$ cat src/hw/rtl/x86mov_pkg.sv
package x86mov_pkg;

    typedef enum logic [1:0] {
        STATUS_OK        = 2'd0,
        STATUS_UNKNOWN   = 2'd1,
        STATUS_TRUNCATED = 2'd2
    } status_t;

    typedef enum logic [1:0] {
        POS_OPCODE  = 2'd0,
        POS_MODRM   = 2'd1,
        POS_DATA_LO = 2'd2,
        POS_DATA_HI = 2'd3
    } pos_t;

    typedef enum logic [1:0] {
        KIND_RM      = 2'd0,
        KIND_IMM     = 2'd1,
        KIND_UNKNOWN = 2'd2
    } kind_t;

    typedef enum logic [1:0] {
        DISP_NONE = 2'd0,
        DISP_BYTE = 2'd1,
        DISP_WORD = 2'd2
    } disp_t;

    localparam logic [5:0] RM_OPCODE_TAG  = 6'b100010;
    localparam logic [3:0] IMM_OPCODE_TAG = 4'b1011;
    localparam logic [1:0] MOD_MEM        = 2'b00;
    localparam logic [1:0] MOD_DISP8      = 2'b01;
    localparam logic [1:0] MOD_DISP16     = 2'b10;
    localparam logic [2:0] RM_DIRECT      = 3'b110;

    typedef struct packed {
        logic [7:0] code_byte;
        logic       end_of_stream;
    } in_t;

    typedef struct packed {
        logic        form;
        status_t     status;
        logic        wide;
        logic        reg_is_dest;
        logic [1:0]  mode_bits;
        logic [2:0]  reg_field;
        logic [2:0]  rm_field;
        logic [15:0] displacement;
        logic [15:0] immediate;
    } out_t;

    function automatic kind_t op_kind(input logic [7:0] op);
        if (op[7:2] == RM_OPCODE_TAG) begin
            return KIND_RM;
        end else if (op[7:4] == IMM_OPCODE_TAG) begin
            return KIND_IMM;
        end
        return KIND_UNKNOWN;
    endfunction

    function automatic disp_t disp_size(input logic [7:0] modrm);
        logic [1:0] md;
        md = modrm[7:6];
        if (md == MOD_MEM) begin
            return (modrm[2:0] == RM_DIRECT) ? DISP_WORD : DISP_NONE;
        end else if (md == MOD_DISP8) begin
            return DISP_BYTE;
        end else if (md == MOD_DISP16) begin
            return DISP_WORD;
        end
        return DISP_NONE;
    endfunction

endpackage

$ cat src/hw/rtl/x86_16_mov_decoder.sv
// Decoder for the 8086 MOV forms register/memory to/from register (100010dw)
// and immediate to register (1011wreg), fed one code byte per request.
// Input channel s_*: one byte per request, end_of_stream marks the last
// byte of the stream. Result channel m_*: one decoded instruction per request,
// given on the request that completes it. An unknown opcode swallows the next
// byte and reports status unknown; a stream that ends mid-instruction reports
// status truncated on its last byte and decoding restarts at an opcode.
// Timing: a byte accepted into the input register is decoded from there, and
// its result is registered in the result register, which drives m_valid; a
// stalled receiver can hold it in between. Throughput: one byte per cycle while
// m_ready keeps up, set by the single decode pass between the two registers.
// Bytes inside an instruction give no result and simply move the position.
// A stalled receiver holds the result register; one more byte is taken into
// the input register, then s_ready drops until m_ready returns.
// Reset (aresetn low, synchronous) empties both registers and puts the
// decoder back at the opcode position.
module x86_16_mov_decoder (
    input  logic                  aclk,
    input  logic                  aresetn,
    input  logic                  s_valid,
    output logic                  s_ready,
    input  x86mov_pkg::in_t       s_payload,
    output logic                  m_valid,
    input  logic                  m_ready,
    output x86mov_pkg::out_t      m_payload
);
    import x86mov_pkg::*;

    logic        in_valid_reg;
    in_t         in_reg;
    logic        advance;
    logic        step;

    pos_t        pos_reg, pos_next;
    logic [7:0]  opcode_reg, opcode_next;
    logic [7:0]  modrm_reg, modrm_next;
    logic [7:0]  lo_reg, lo_next;

    logic        m_valid_reg;
    out_t        m_payload_reg;
    logic        res_valid;
    out_t        res;

    logic [7:0]  b;
    logic        eos;
    kind_t       kind_held;
    kind_t       kind_byte;
    disp_t       disp_byte;
    disp_t       disp_held;

    assign advance = !m_valid_reg || m_ready;
    assign s_ready = !in_valid_reg || advance;
    assign step    = in_valid_reg && advance;

    assign b         = in_reg.code_byte;
    assign eos       = in_reg.end_of_stream;
    assign kind_held = op_kind(opcode_reg);
    assign kind_byte = op_kind(b);
    assign disp_byte = disp_size(b);
    assign disp_held = disp_size(modrm_reg);

    function automatic out_t rm_result(input logic [7:0] op, input logic [7:0] m,
                                       input logic [15:0] disp);
        out_t r;
        r              = '0;
        r.form         = 1'b0;
        r.status       = STATUS_OK;
        r.wide         = op[0];
        r.reg_is_dest  = op[1];
        r.mode_bits    = m[7:6];
        r.reg_field    = m[5:3];
        r.rm_field     = m[2:0];
        r.displacement = disp;
        return r;
    endfunction

    function automatic out_t imm_result(input logic [7:0] op, input logic [15:0] imm);
        out_t r;
        r             = '0;
        r.form        = 1'b1;
        r.status      = STATUS_OK;
        r.wide        = op[3];
        r.reg_is_dest = 1'b1;
        r.reg_field   = op[2:0];
        r.immediate   = imm;
        return r;
    endfunction

    function automatic out_t trunc_result(input logic form);
        out_t r;
        r        = '0;
        r.form   = form;
        r.status = STATUS_TRUNCATED;
        return r;
    endfunction

    // next position and held bytes
    always_comb begin
        pos_next    = POS_OPCODE;
        opcode_next = opcode_reg;
        modrm_next  = modrm_reg;
        lo_next     = lo_reg;
        unique case (pos_reg)
            POS_OPCODE: begin
                opcode_next = b;
                if (!eos) pos_next = POS_MODRM;
            end
            POS_MODRM: begin
                case (kind_held)
                    KIND_RM: begin
                        modrm_next = b;
                        if (disp_byte != DISP_NONE && !eos) pos_next = POS_DATA_LO;
                    end
                    KIND_IMM: begin
                        lo_next = b;
                        if (opcode_reg[3] && !eos) pos_next = POS_DATA_LO;
                    end
                    default: ;
                endcase
            end
            POS_DATA_LO: begin
                if (kind_held == KIND_RM) begin
                    lo_next = b;
                    if (disp_held == DISP_WORD && !eos) pos_next = POS_DATA_HI;
                end
            end
            POS_DATA_HI: ;
        endcase
    end

    // result for the byte in the input register
    always_comb begin
        res_valid = 1'b0;
        res       = '0;
        unique case (pos_reg)
            POS_OPCODE: begin
                if (eos) begin
                    res_valid = 1'b1;
                    res       = trunc_result(kind_byte == KIND_IMM);
                end
            end
            POS_MODRM: begin
                case (kind_held)
                    KIND_RM: begin
                        if (disp_byte == DISP_NONE) begin
                            res_valid = 1'b1;
                            res       = rm_result(opcode_reg, b, 16'h0000);
                        end else if (eos) begin
                            res_valid = 1'b1;
                            res       = trunc_result(1'b0);
                        end
                    end
                    KIND_IMM: begin
                        if (!opcode_reg[3]) begin
                            res_valid = 1'b1;
                            res       = imm_result(opcode_reg, {8'h00, b});
                        end else if (eos) begin
                            res_valid = 1'b1;
                            res       = trunc_result(1'b1);
                        end
                    end
                    default: begin
                        res_valid  = 1'b1;
                        res.status = STATUS_UNKNOWN;
                    end
                endcase
            end
            POS_DATA_LO: begin
                case (kind_held)
                    KIND_RM: begin
                        if (disp_held == DISP_BYTE) begin
                            res_valid = 1'b1;
                            res       = rm_result(opcode_reg, modrm_reg, {8'h00, b});
                        end else if (eos) begin
                            res_valid = 1'b1;
                            res       = trunc_result(1'b0);
                        end
                    end
                    KIND_IMM: begin
                        res_valid = 1'b1;
                        res       = imm_result(opcode_reg, {b, lo_reg});
                    end
                    default: ;
                endcase
            end
            POS_DATA_HI: begin
                if (kind_held == KIND_RM) begin
                    res_valid = 1'b1;
                    res       = rm_result(opcode_reg, modrm_reg, {b, lo_reg});
                end
            end
        endcase
    end

    always_ff @(posedge aclk) begin
        if (!aresetn) begin
            in_valid_reg <= 1'b0;
        end else if (s_valid && s_ready) begin
            in_valid_reg <= 1'b1;
        end else if (advance) begin
            in_valid_reg <= 1'b0;
        end
    end

    always_ff @(posedge aclk) begin
        if (s_valid && s_ready) begin
            in_reg <= s_payload;
        end
    end

    always_ff @(posedge aclk) begin
        if (!aresetn) begin
            pos_reg <= POS_OPCODE;
        end else if (step) begin
            pos_reg <= pos_next;
        end
    end

    always_ff @(posedge aclk) begin
        if (!aresetn) begin
            opcode_reg <= 8'h00;
            modrm_reg  <= 8'h00;
            lo_reg     <= 8'h00;
        end else if (step) begin
            opcode_reg <= opcode_next;
            modrm_reg  <= modrm_next;
            lo_reg     <= lo_next;
        end
    end

    always_ff @(posedge aclk) begin
        if (!aresetn) begin
            m_valid_reg <= 1'b0;
        end else if (advance) begin
            m_valid_reg <= step && res_valid;
        end
    end

    always_ff @(posedge aclk) begin
        if (step && res_valid) begin
            m_payload_reg <= res;
        end
    end

    assign m_valid   = m_valid_reg;
    assign m_payload = m_payload_reg;

    // a finished instruction always returns the decoder to the opcode byte
    a_restart: assert property (@(posedge aclk) disable iff (!aresetn)
        (step && res_valid) |=> (pos_reg == POS_OPCODE))
        else $error("decoder did not restart after a result");

    a_unknown_clean: assert property (@(posedge aclk) disable iff (!aresetn)
        (m_valid && m_payload.status == STATUS_UNKNOWN) |->
        (!m_payload.form && m_payload.displacement == 16'h0000 &&
         m_payload.immediate == 16'h0000 && m_payload.reg_field == 3'd0))
        else $error("unknown opcode result carries data");

    a_trunc_clean: assert property (@(posedge aclk) disable iff (!aresetn)
        (m_valid && m_payload.status == STATUS_TRUNCATED) |->
        (!m_payload.wide && m_payload.displacement == 16'h0000 &&
         m_payload.immediate == 16'h0000))
        else $error("truncated result carries data");

    a_imm_form: assert property (@(posedge aclk) disable iff (!aresetn)
        (m_valid && m_payload.status == STATUS_OK && m_payload.form) |->
        (m_payload.reg_is_dest && m_payload.mode_bits == 2'd0 &&
         m_payload.displacement == 16'h0000))
        else $error("immediate result has register/memory fields");

    a_rm_form: assert property (@(posedge aclk) disable iff (!aresetn)
        (m_valid && m_payload.status == STATUS_OK && !m_payload.form) |->
        (m_payload.immediate == 16'h0000))
        else $error("register/memory result has immediate data");

endmodule
$ cat config.mk
export PLATFORM = sky130hd
export DESIGN_NAME = x86_16_mov_decoder
export DESIGN_NICKNAME = d
export VERILOG_FILES = /design/src/hw/rtl/x86mov_pkg.sv /design/src/hw/rtl/x86_16_mov_decoder.sv
export SDC_FILE = /design/constraint.sdc
export NUM_CORES = 1
export LEC_CHECK = 0
export ABC_AREA = 0
export BUFFER_PORTS_ARGS = -buffer_cell sky130_fd_sc_hd__buf_4
export CORE_MARGIN = 5
export CORE_UTILIZATION = 30
export CTS_CLUSTER_DIAMETER = 200
export DETAILED_ROUTE_END_ITERATION = 10
export SYNTH_ARGS = -nofsm -noshare
export SYNTH_HDL_FRONTEND = slang
export SYNTH_SLANG_ARGS = --single-unit
$ cat constraint.sdc
create_clock -name aclk -period 12.09 [get_ports aclk]
set_input_delay 1.8135 -clock aclk [delete_from_list [all_inputs] [get_ports aclk]]
set_output_delay 1.8135 -clock aclk [all_outputs]
set_load 0.005 [all_outputs]
* After elaboration in Yosys (flattened, before gate mapping)
Index checks and enable logic that the tools add are counted.
Widths: inputs -> output; s select.
** Word-level totals
- Bits in registers :: 82
** Operators by class
- Multiplexer cells :: 58
- Reductions and logical operators :: 22
- Equal/unequal tests :: 19
** Operator list (count)
- $mux 45 :: 4
- $pmux 45 s4 :: 1
- $pmux 45 s2 :: 1
- $mux 44 :: 2
- $pmux 42 s2 :: 1
- $mux 42 :: 1
- $mux 2 :: 20
- $mux 1 :: 18
- $mux 8 :: 2
- $pmux 8 s2 :: 1
- $eq 2x1->1 const B :: 6
- $eq 6x6->1 const B :: 2
- $eq 2x2->1 const B :: 5
- $logic_not 2->1 :: 5
- $eq 4x4->1 const B :: 2
- $pmux 2 s2 :: 2
- $eq 3x3->1 const B :: 2
- $logic_and 1x1->1 :: 6
- $pmux 1 s2 :: 3
- $pmux 2 s3 :: 1
- $reduce_bool 2->1 :: 3
- $ne 2x2->1 const B :: 2
- $pmux 1 s4 :: 1
- $reduce_and 4->1 :: 1
- 4 further kinds :: 7

* Longest topological paths before layout
Gate-level depths: netlist (run 1).
- Depth after elaboration :: 10
- Depth in mapped cells :: 6
- Gate-level depth less buffers :: 4

* Least setup slack after synthesis (run 1)
No wires, ideal clock.
- Kind :: input-to-reg
- From :: input port m_ready
- To :: register m_payload_reg (netlist bit m_payload[0]) (enable)
- Data required time :: 11628 ps
- Path buffers :: 1
- Setup time :: 462 ps
- Data arrival time :: 4722 ps
- Setup slack :: 6906 ps
- Stages on the path :: 5
- Cell sequence :: nand2b_1 and2_1 clkbuf_1 nand2_1 a21oi_1
** On the way
- Cells in the longest elaborated chain, start to end :: 3
** RTL lines
- start, declared :: line x86_16_mov_decoder.sv:24 : input logic m_ready,
- $logic_or 1x1->1 :: line x86_16_mov_decoder.sv:51 : assign advance = !m_valid_reg || m_ready;
- $logic_and 1x1->1 :: line x86_16_mov_decoder.sv:53 : assign step = in_valid_reg && advance;
- $logic_and 1x1->1 :: line x86_16_mov_decoder.sv:240 : if (step && res_valid) begin
- end signal, assigned :: line x86_16_mov_decoder.sv:241 : m_payload_reg <= res;
- end, declared :: line x86_16_mov_decoder.sv:40 : out_t m_payload_reg;
Every way passes these cells.
A chain may end at the register's enable or synchronous reset.

* Worst setup path in the final report (run 1)
- From :: input port m_ready
- To :: output port s_ready
** On the way
- Cells in the longest elaborated chain, start to end :: 2
** RTL lines
- $logic_or 1x1->1 :: line x86_16_mov_decoder.sv:51
- $logic_or 1x1->1 :: line x86_16_mov_decoder.sv:52 : assign s_ready = !in_valid_reg || advance;
- end, declared :: line x86_16_mov_decoder.sv:21 : output logic s_ready,
Every way passes these cells.

==> results.yml, run 1 <==
worst_hold_path:
  holdPathStages: 2
  hold_class: "flop to flop"
finish:
  largest_register_ffs: 45
  fin_nets: 364
  antenna_cells: 0
  syn2layout_area_growth_pct: 23.6
  regArea_sq_um: 2180
  fillerInstances: 1140
  finalNonFillerCells: 499
  drive_gt1_share_pct: 24.7
  multiInputGateArea_sq_um: 1300
setup_path:
  rrSetupSlack_ns: 9.14
  crit_end: "s_ready"
  end_kind: "output port"
  crit_path_start_kind: "input pin"
  cp-startpoint: "m_ready"
  required_ns: 10.28
  reg2reg_depth: 5
  crit_arrival_ns: 2.37
  reg2reg_from: "opcode_reg[3]"
  reg2reg_to: "m_payload[28]"
  worstSetupPathType: "input pin to output port"
  path_max_fanout: 3
clock_tree:
  cts_setup_buffers: 0
  insertion_delay_ns: 0.33
  cts-resized-gates: 0
  ctsHoldBuffers: 0
  cts_root_buf: "clkbuf_16"
  htree_levels: 3
  clock-sinks: 82
  cts_buffers: 9
  cts.reportedPaths.clkPinSlew_ns: 0.06
  clockBufferDepth: 2
  cts_tree: "done"
yosys:
  synth_area_sq_um: 3580
  postSynth.asyncResetShare_pct: 0
  synth_area_leaders: "edfxtp_1 45%, dfxtp_1 16%, a22o_1 4.7%"
  yosys_warnings: 0
  synth_most_common_cell: "edfxtp_1"
  synth_common_cells: "54 x edfxtp_1, 28 x dfxtp_1, 22 x a21oi_1, 20 x nor2_1"
  syn_area_per_cell_sq_um: 11.9
  ys_ff_latch: 82
  synth_ff_type: "edfxtp_1"
  synth_edf_count: 54
  synth_top_area_cell: "edfxtp_1"
  ys_types: 53
  syn_inst: 300
  ys_seq_area_share_pct: 61.0
  synth_fp_nets: 313
  yosysTopAreaCellShare_pct: 45.3
sta:
  fmax_mhz: 239
  finalWorstSetupSlack_ns: 7.91
  setup_violations: 0
  fin_crit_sh_pct: 34.6
  period_needed_ns: 4.18
  finalClockSkew_ns: 0.00914
  setup_tns_ns: 0
  drv_slew: 0
  timing.hold.ws_ns: 0.490
  hold_viol: 0
  rsz0062_at_grt: "false"
  tightestPinTransition_ns: 1.08
  slew_headroom_pct: 28.0
grt:
  grt_overflow: 0
  first_global_vias: 2612
  grt_use_met3_pct: 4.60
  use_met2_pct: 18.2
  grt_busiest_layer: "met2"
  track_usage_pct: 13.0
  antenna_found_initial: 0
  grt_max_degree: 38
  use_met1_pct: 17.8
  grt_pass1_wl_microns: 14400
run_status:
  status: "finished clean"
route:
  vias: 2588
  wl_per_cell_microns: 17.9
  viasPerCell: 5.19
  wirelength_microns: 8930
  first_pass_iters: 4
  drt-initial-drc-count: 165
  route.detailed.drc: 0
  ant_nets: 0
floorplanning:
  dieArea_sq_um: 14200
  fp.dieW_microns: 119
  initial_core_util_pct: 30.9
  fp.coreArea_sq_um: 11600
  die_h_microns: 119
  core.rowCount: 39
  ios: 60
pwr:
  power_density_nw_per_um2: 139
  peakVddDrop_uv: 58.7
  p_leak_nw: 1.61
  finalPower_uw: 615
placement:
  gp_congestion: 0.869
  portBuffers: 59
  place.detailed.hpwl_microns: 5990
  place_worst_setup_slack_ns: 7.91
  dp_cells: 483
flow_run:
  drv_cap: 0
## area by class of cell
cell class,count,share of cell area (%)
flip-flops and latches,82,49.4
multi-input cells,195,29.5
repair buffers,60,10.2
clock buffers,10,5.18
well taps,143,4.05
clock inverters,6,1.47
inverters,3,0.255
## stage by stage
stage	area, sq um	utilization [%]
4_1_cts	4420	38.2
6_report	4420	38.2
3_3_place_gp	4130	35.7
3_5_place_dp	4130	35.7
2_1_floorplan	3580	-
5_1_grt	4420	38.2
## cells in the final DEF (no fill, tap or decap), types with 2 or more instances in the layout
| cell | count |
|---|---|
| a22oi_1 | 3 |
| a31oi_1 | 2 |
| buf_4 | 60 |
| o21ai_1 | 11 |
| clkinv_1 | 2 |
| nor2_1 | 20 |
| and2_1 | 18 |
| nand4_1 | 2 |
| edfxtp_1 | 54 |
| nor3_1 | 5 |
| a21oi_1 | 21 |
| nor2b_1 | 4 |
| nand3_1 | 19 |
| o21ai_0 | 13 |
| a32oi_1 | 3 |
| nand2b_1 | 5 |
| and3_1 | 3 |
| mux2i_1 | 8 |
| a22o_1 | 19 |
| dfxtp_1 | 28 |
| clkbuf_16 | 9 |
| nand2_1 | 9 |
| inv_6 | 2 |
| o211ai_1 | 2 |
## routing by layer
layer	vias to the layer above	part of all wire [%]
met2	87	45
li1	1244	-
met4	0	2.8
met5	-	0
met1	1241	45
met3	16	7.1
## worst max-delay path: stages
cell	delay (ns)
buf_4	0.11
nor2b_1	0.20
nand2_1	0.10
buf_4	0.15
## power by group
group	internal, mW	switching, mW
Combinational	0.0128	0.0176
Sequential	0.306	0.0105
Clock	0.161	0.107
Total	0.479	0.135
## worst min path at each step
stage,from,slack [ns],end
after floorplan,modrm_reg[5],0.45,modrm_reg[5]
after detailed placement,modrm_reg[4],0.47,modrm_reg[4]
after global routing,modrm_reg[5],0.52,modrm_reg[5]
after CTS,modrm_reg[3],0.49,modrm_reg[3]
after global placement,modrm_reg[4],0.46,modrm_reg[4]
final,modrm_reg[0],0.49,modrm_reg[0]
## logic make-up after synthesis
kind of cell,count (synthesis),synth area share (%)
AO/OA/AOI/OAI,88,17.8
XOR/XNOR,1,0.245
flip-flops,82,61.0
AND/OR/NAND/NOR,98,15.8
multiplexers,8,2.24
buffers and inverters,23,2.83
No activity file was read; power rests on OpenSTA's default activity.
==> run 2, diff against run 1 <==
--- a/config.mk
+++ b/config.mk
@@ -5,7 +5,7 @@
 export SDC_FILE = /design/constraint.sdc
 export NUM_CORES = 1
 export LEC_CHECK = 0
-export ABC_AREA = 0
+export ABC_AREA = 1
 export BUFFER_PORTS_ARGS = -buffer_cell sky130_fd_sc_hd__buf_4
 export CORE_MARGIN = 5
 export CORE_UTILIZATION = 30
==> constraint.sdc (replaced) <==
create_clock -name aclk -period 4 [get_ports aclk]
set_input_delay 0.6 -clock aclk [delete_from_list [all_inputs] [get_ports aclk]]
set_output_delay 0.6 -clock aclk [all_outputs]
set_load 0.005 [all_outputs]
==> results.yml, run 2 <==
yosys:
  synth_fp_nets: 327
  ys_types: 31
  syn_area_per_cell_sq_um: 10.8
  ys_ff_latch: 82
  yosysTopAreaCellShare_pct: 47.7
  synth_top_area_cell: "edfxtp_1"
  postSynth.asyncResetShare_pct: 0
  syn_inst: 314
  synth_common_cells: "54 x edfxtp_1, 32 x inv_1, 30 x nand2_1, 28 x a21oi_1, 28 x dfxtp_1"
  synth_ff_type: "edfxtp_1"
  yosys_warnings: 0
  synth_edf_count: 54
  ys_seq_area_share_pct: 64.2
  synth_most_common_cell: "edfxtp_1"
  synth_area_leaders: "edfxtp_1 48%, dfxtp_1 16%, a21oi_1 4.1%"
  synth_area_sq_um: 3400
clock_tree:
  cts.reportedPaths.clkPinSlew_ns: 0.06
  cts_root_buf: "clkbuf_16"
  insertion_delay_ns: 0.33
  cts_setup_buffers: 0
  htree_levels: 3
  cts-resized-gates: 0
  cts_tree: "done"
  cts_buffers: 9
  ctsHoldBuffers: 0
  clockBufferDepth: 2
  clock-sinks: 82
floorplanning:
  initial_core_util_pct: 31.0
  core.rowCount: 38
  dieArea_sq_um: 13600
  fp.coreArea_sq_um: 11000
  die_h_microns: 116
  fp.dieW_microns: 116
  ios: 60
grt:
  track_usage_pct: 11.9
  grt_pass1_wl_microns: 12300
  grt_overflow: 0
  antenna_found_initial: 0
  grt_max_degree: 46
  first_global_vias: 2440
finish:
  drive_gt1_share_pct: 28.2
  syn2layout_area_growth_pct: 27.0
  utilization_pct: 39.3
  mostFrequentLayoutCell: "buf_4"
  final_cell_mix: "61 x buf_4, 54 x edfxtp_1, 32 x inv_1"
  final_area_sq_um: 4320
  antenna_cells: 0
  fin_nets: 391
  largest_register_ffs: 45
  fillerInstances: 1050
  finalNonFillerCells: 523
pwr:
  peakVddDrop_uv: 248
  power_density_nw_per_um2: 453
  p_leak_nw: 1.66
sta:
  period_needed_ns: 2.12
  rsz0062_at_grt: "false"
  fin_crit_sh_pct: 53.1
  slew_headroom_pct: 51.6
  setup_tns_ns: 0
  setup_violations: 0
  finalWorstSetupSlack_ns: 1.88
  drv_slew: 0
  fmax_mhz: 471
  finalClockSkew_ns: 0.00449
  hold_viol: 0
  tightestPinTransition_ns: 0.725
setup_path:
  required_ns: 3.96
  cp-startpoint: "pos_reg[0]"
  path_max_fanout: 45
  end_kind: "flop"
  worstSetupPathType: "flop to flop"
  crit_path_start_kind: "flop"
  reg2reg_from: "pos_reg[0]"
  crit_arrival_ns: 2.08
route:
  ant_nets: 0
  first_pass_iters: 5
  route.detailed.drc: 0
  drt-initial-drc-count: 154
  viasPerCell: 4.75
  wirelength_microns: 7520
  wl_per_cell_microns: 14.4
  vias: 2485
placement:
  place_area_sq_um: 3980
  portBuffers: 59
  place.detailed.hpwl_microns: 5490
  place_worst_setup_slack_ns: 1.89
  gp_congestion: 0.863
  dp_cells: 507
flow_run:
  drv_cap: 0
worst_hold_path:
  hp-start: "s_payload[8]"
  hold_class: "input pin to flop"
run_status:
  status: "finished clean"
run 2: stage by stage:
step | hold WS [ns] | total power, mW
2_1_floorplan | 0.444 | 1.02
3_3_place_gp | 0.459 | 1.07
3_5_place_dp | 0.462 | 1.07
4_1_cts | 0.439 | 1.98
5_1_grt | 0.436 | 2.03
6_report | 0.449 | 1.96
run 2: layout make-up:
cell class	instances	area (sq um)	share of cell area, %
inverters	41	155	3.59
flip-flops and latches	82	2180	50.6
well taps	140	175	4.06
multi-input cells	183	1010	23.4
repair buffers	61	458	10.6
clock buffers	11	233	5.39
clock inverters	5	104	2.41
run 2: power breakdown:
part | switching, mW | total (mW) | internal, mW
combinational | 0.0610 | 0.0999 | 0.0389
sequential | 0.0198 | 0.949 | 0.929
clock | 0.298 | 0.907 | 0.609
total | 0.378 | 1.96 | 1.58
run 2: worst max-delay path, cell delays in order (launching register included):
cell and delay [ns]:
dfxtp_1 0.47, nand2_1 0.10, nand3b_1 0.15, buf_4 0.22
nand3_1 0.09, nor2_1 0.04, nand2_1 0.07, nand2_1 0.08
inv_1 0.06, buf_4 0.43
run 2: path summary, 6_finish.rpt:
check             endpoint  slack [ns]  cells after the start
max reg2reg  m_payload[38]        1.88                      9
min reg2reg      lo_reg[4]        0.48                      2
min                   b[7]        0.45                      1
max          m_payload[38]        1.88                      9
run 2: cells by family after synthesis:
| kind of cell | Yosys count | share of synthesized area, % |
|---|---|---|
| AO/OA/AOI/OAI | 92 | 15.6 |
| buffers and inverters | 49 | 6.11 |
| flip-flops | 82 | 64.2 |
| AND/OR/NAND/NOR | 91 | 14.1 |
run 2: routing by layer:
layer	wire length, microns	up-vias	GRT usage (%)	share of wire (%)
met5	0	-	0	0
met4	163	0	4.95	2.2
met3	532	12	3.42	7.1
met2	3530	76	18.7	47
met1	3300	1167	15.4	44
li1	-	1230	-	-
==> run 3, diff against run 2 <==
==> constraint.sdc (replaced) <==
create_clock -name aclk -period 1.7 [get_ports aclk]
set_input_delay 0.255 -clock aclk [delete_from_list [all_inputs] [get_ports aclk]]
set_output_delay 0.255 -clock aclk [all_outputs]
set_load 0.005 [all_outputs]
==> results.yml, run 3 (same netlist as run 2, synthesis figures left out) <==
run_status:
  status: "finished clean"
placement:
  gp_congestion: 0.853
  place_area_sq_um: 4210
  place.detailed.hpwl_microns: 6170
  portBuffers: 59
route:
  vias: 2543
  route.detailed.drc: 0
  wirelength_microns: 8090
  first_pass_iters: 4
  viasPerCell: 4.64
  wl_per_cell_microns: 14.8
  ant_nets: 0
  drt-initial-drc-count: 95
finish:
  mostFrequentLayoutCell: "buf_4"
  utilization_pct: 41.1
  fin_nets: 416
  largest_register_ffs: 45
  drive_gt1_share_pct: 34.8
  syn2layout_area_growth_pct: 32.9
  final_area_sq_um: 4520
  antenna_cells: 0
  final_cell_mix: "84 x buf_4, 54 x edfxtp_1, 30 x inv_1"
sta:
  hold_viol: 0
  rsz0062_at_grt: "true"
  drv_slew: 0
  fmax_mhz: 609
  finalClockSkew_ns: 0.00518
  period_needed_ns: 1.64
  tightestPinTransition_ns: 0.367
  fin_crit_sh_pct: 96.6
  slew_headroom_pct: 75.2
  setup_violations: 0
grt:
  antenna_found_initial: 0
  grt_pass1_wl_microns: 13100
  track_usage_pct: 12.8
  grt_max_degree: 26
  grt_overflow: 0
  first_global_vias: 2525
floorplanning:
  initial_core_util_pct: 31.0
  die_h_microns: 116
  core.rowCount: 38
  ios: 60
  dieArea_sq_um: 13600
  fp.dieW_microns: 116
  fp.coreArea_sq_um: 11000
worst_hold_path:
  hp-start: "s_payload[6]"
  holdPathStages: 1
  hold_class: "input pin to flop"
setup_path:
  cp-startpoint: "pos_reg[1]"
  required_ns: 1.79
  worstSetupPathType: "flop to flop"
  reg2reg_from: "pos_reg[1]"
  rrSetupSlack_ns: 0.06
  crit_path_start_kind: "flop"
  crit_chain: "inv_2 > nand2_4 > inv_2 > nand3_1 > nand3_1 > nor2_1 > nand2_1 > nand2_2 > clkinvlp_4 > buf_12"
  crit_arrival_ns: 1.73
  cpPeakStageDelay_ns: 0.38
  reg2reg_depth: 10
  reg2reg_to: "m_payload[17]"
  crit_slowest_cell: "dfxtp_1"
  path_max_fanout: 25
  end_kind: "flop"
  crit_end: "m_payload[17]"
clock_tree:
  cts_tree: "done"
  ctsHoldBuffers: 0
  clock-sinks: 82
  htree_levels: 3
  cts_root_buf: "clkbuf_16"
  clockBufferDepth: 2
  cts_buffers: 9
  insertion_delay_ns: 0.33
  cts.reportedPaths.clkPinSlew_ns: 0.06
flow_run:
  drv_cap: 0
pwr:
  peakVddDrop_uv: 612
  power_density_nw_per_um2: 976
  p_leak_nw: 1.76
run 3: changes by cell type in the layout (fill, tap and decap cells not counted), moves of 2 or more:
cell	delta
nor2_2	-2
nor2_4	+2
dfxtp_2	+6
bufinv_16	-2
clkinvlp_4	+2
clkinv_4	+2
buf_4	+23
dfxtp_1	-6
buf_12	+2
inv_1	-2
run 3: area by class of cell:
type,instances,area (sq um)
Fill cell,1086,6460
Sequential cell,82,2190
Multi-Input combinational cell,183,1030
Timing Repair Buffer,86,671
Clock buffer,10,229
Tap cell,140,175
Inverter,41,159
Clock inverter,6,67.6
run 3: what timing repair did:
action	4_1_cts	5_1_grt
resized for setup	0	1
buffers inserted	0	1
endpoints found under the hold margin	0	0
setup endpoints to repair	0	44
run 3: how the worst min path moves through the flow:
| stage | endpoint | slack, ns |
|---|---|---|
| after global placement | b[3] | 0.43 |
| final | b[5] | 0.1 |
| after detailed placement | b[3] | 0.43 |
| after floorplan | b[0] | 0.35 |
| after CTS | b[3] | 0.09 |
| after global routing | b[5] | 0.09 |
run 3: where the power goes:
| group | total [mW] | switching, mW | internal [mW] |
|---|---|---|---|
| registers | 2.23 | 0.0450 | 2.19 |
| logic | 0.291 | 0.162 | 0.129 |
| clock network | 1.89 | 0.749 | 1.14 |
| total | 4.41 | 0.956 | 3.46 |
run 3: worst max-delay path, delay by kind of cell, from the launching register on:
family                 cells  cell delay, ns
AND/OR/NAND/NOR            6            0.54
buffers and inverters      4            0.46
flip-flops                 1            0.38
run 3: stage by stage:
stage / setup slack (ns) / hold WS, ns / power [mW] / TNS (ns) / instances
detailed placement: 0.0580 / 0.434 / 2.57 / 0 / 531
global placement: 0.0588 / 0.433 / 2.56 / 0 / 531
global route: -0.0551 / 0.0869 / 4.57 / -1.87 / 548
floorplan: -0.309 / 0.354 / 2.40 / -13.92 / 314
CTS: 0.0464 / 0.0891 / 4.45 / 0 / 547
finish: 0.0584 / 0.0969 / 4.41 / 0 / 548
run 3: per-layer routing:
| layer | GRT usage [%] | vias up | routed length [microns] |
|---|---|---|---|
| li1 | - | 1286 | - |
| met1 | 16.3 | 1176 | 3560 |
| met2 | 21.2 | 69 | 3890 |
| met3 | 3.37 | 12 | 538 |
| met4 | 3.94 | 0 | 93 |
| met5 | 0 | - | 0 |
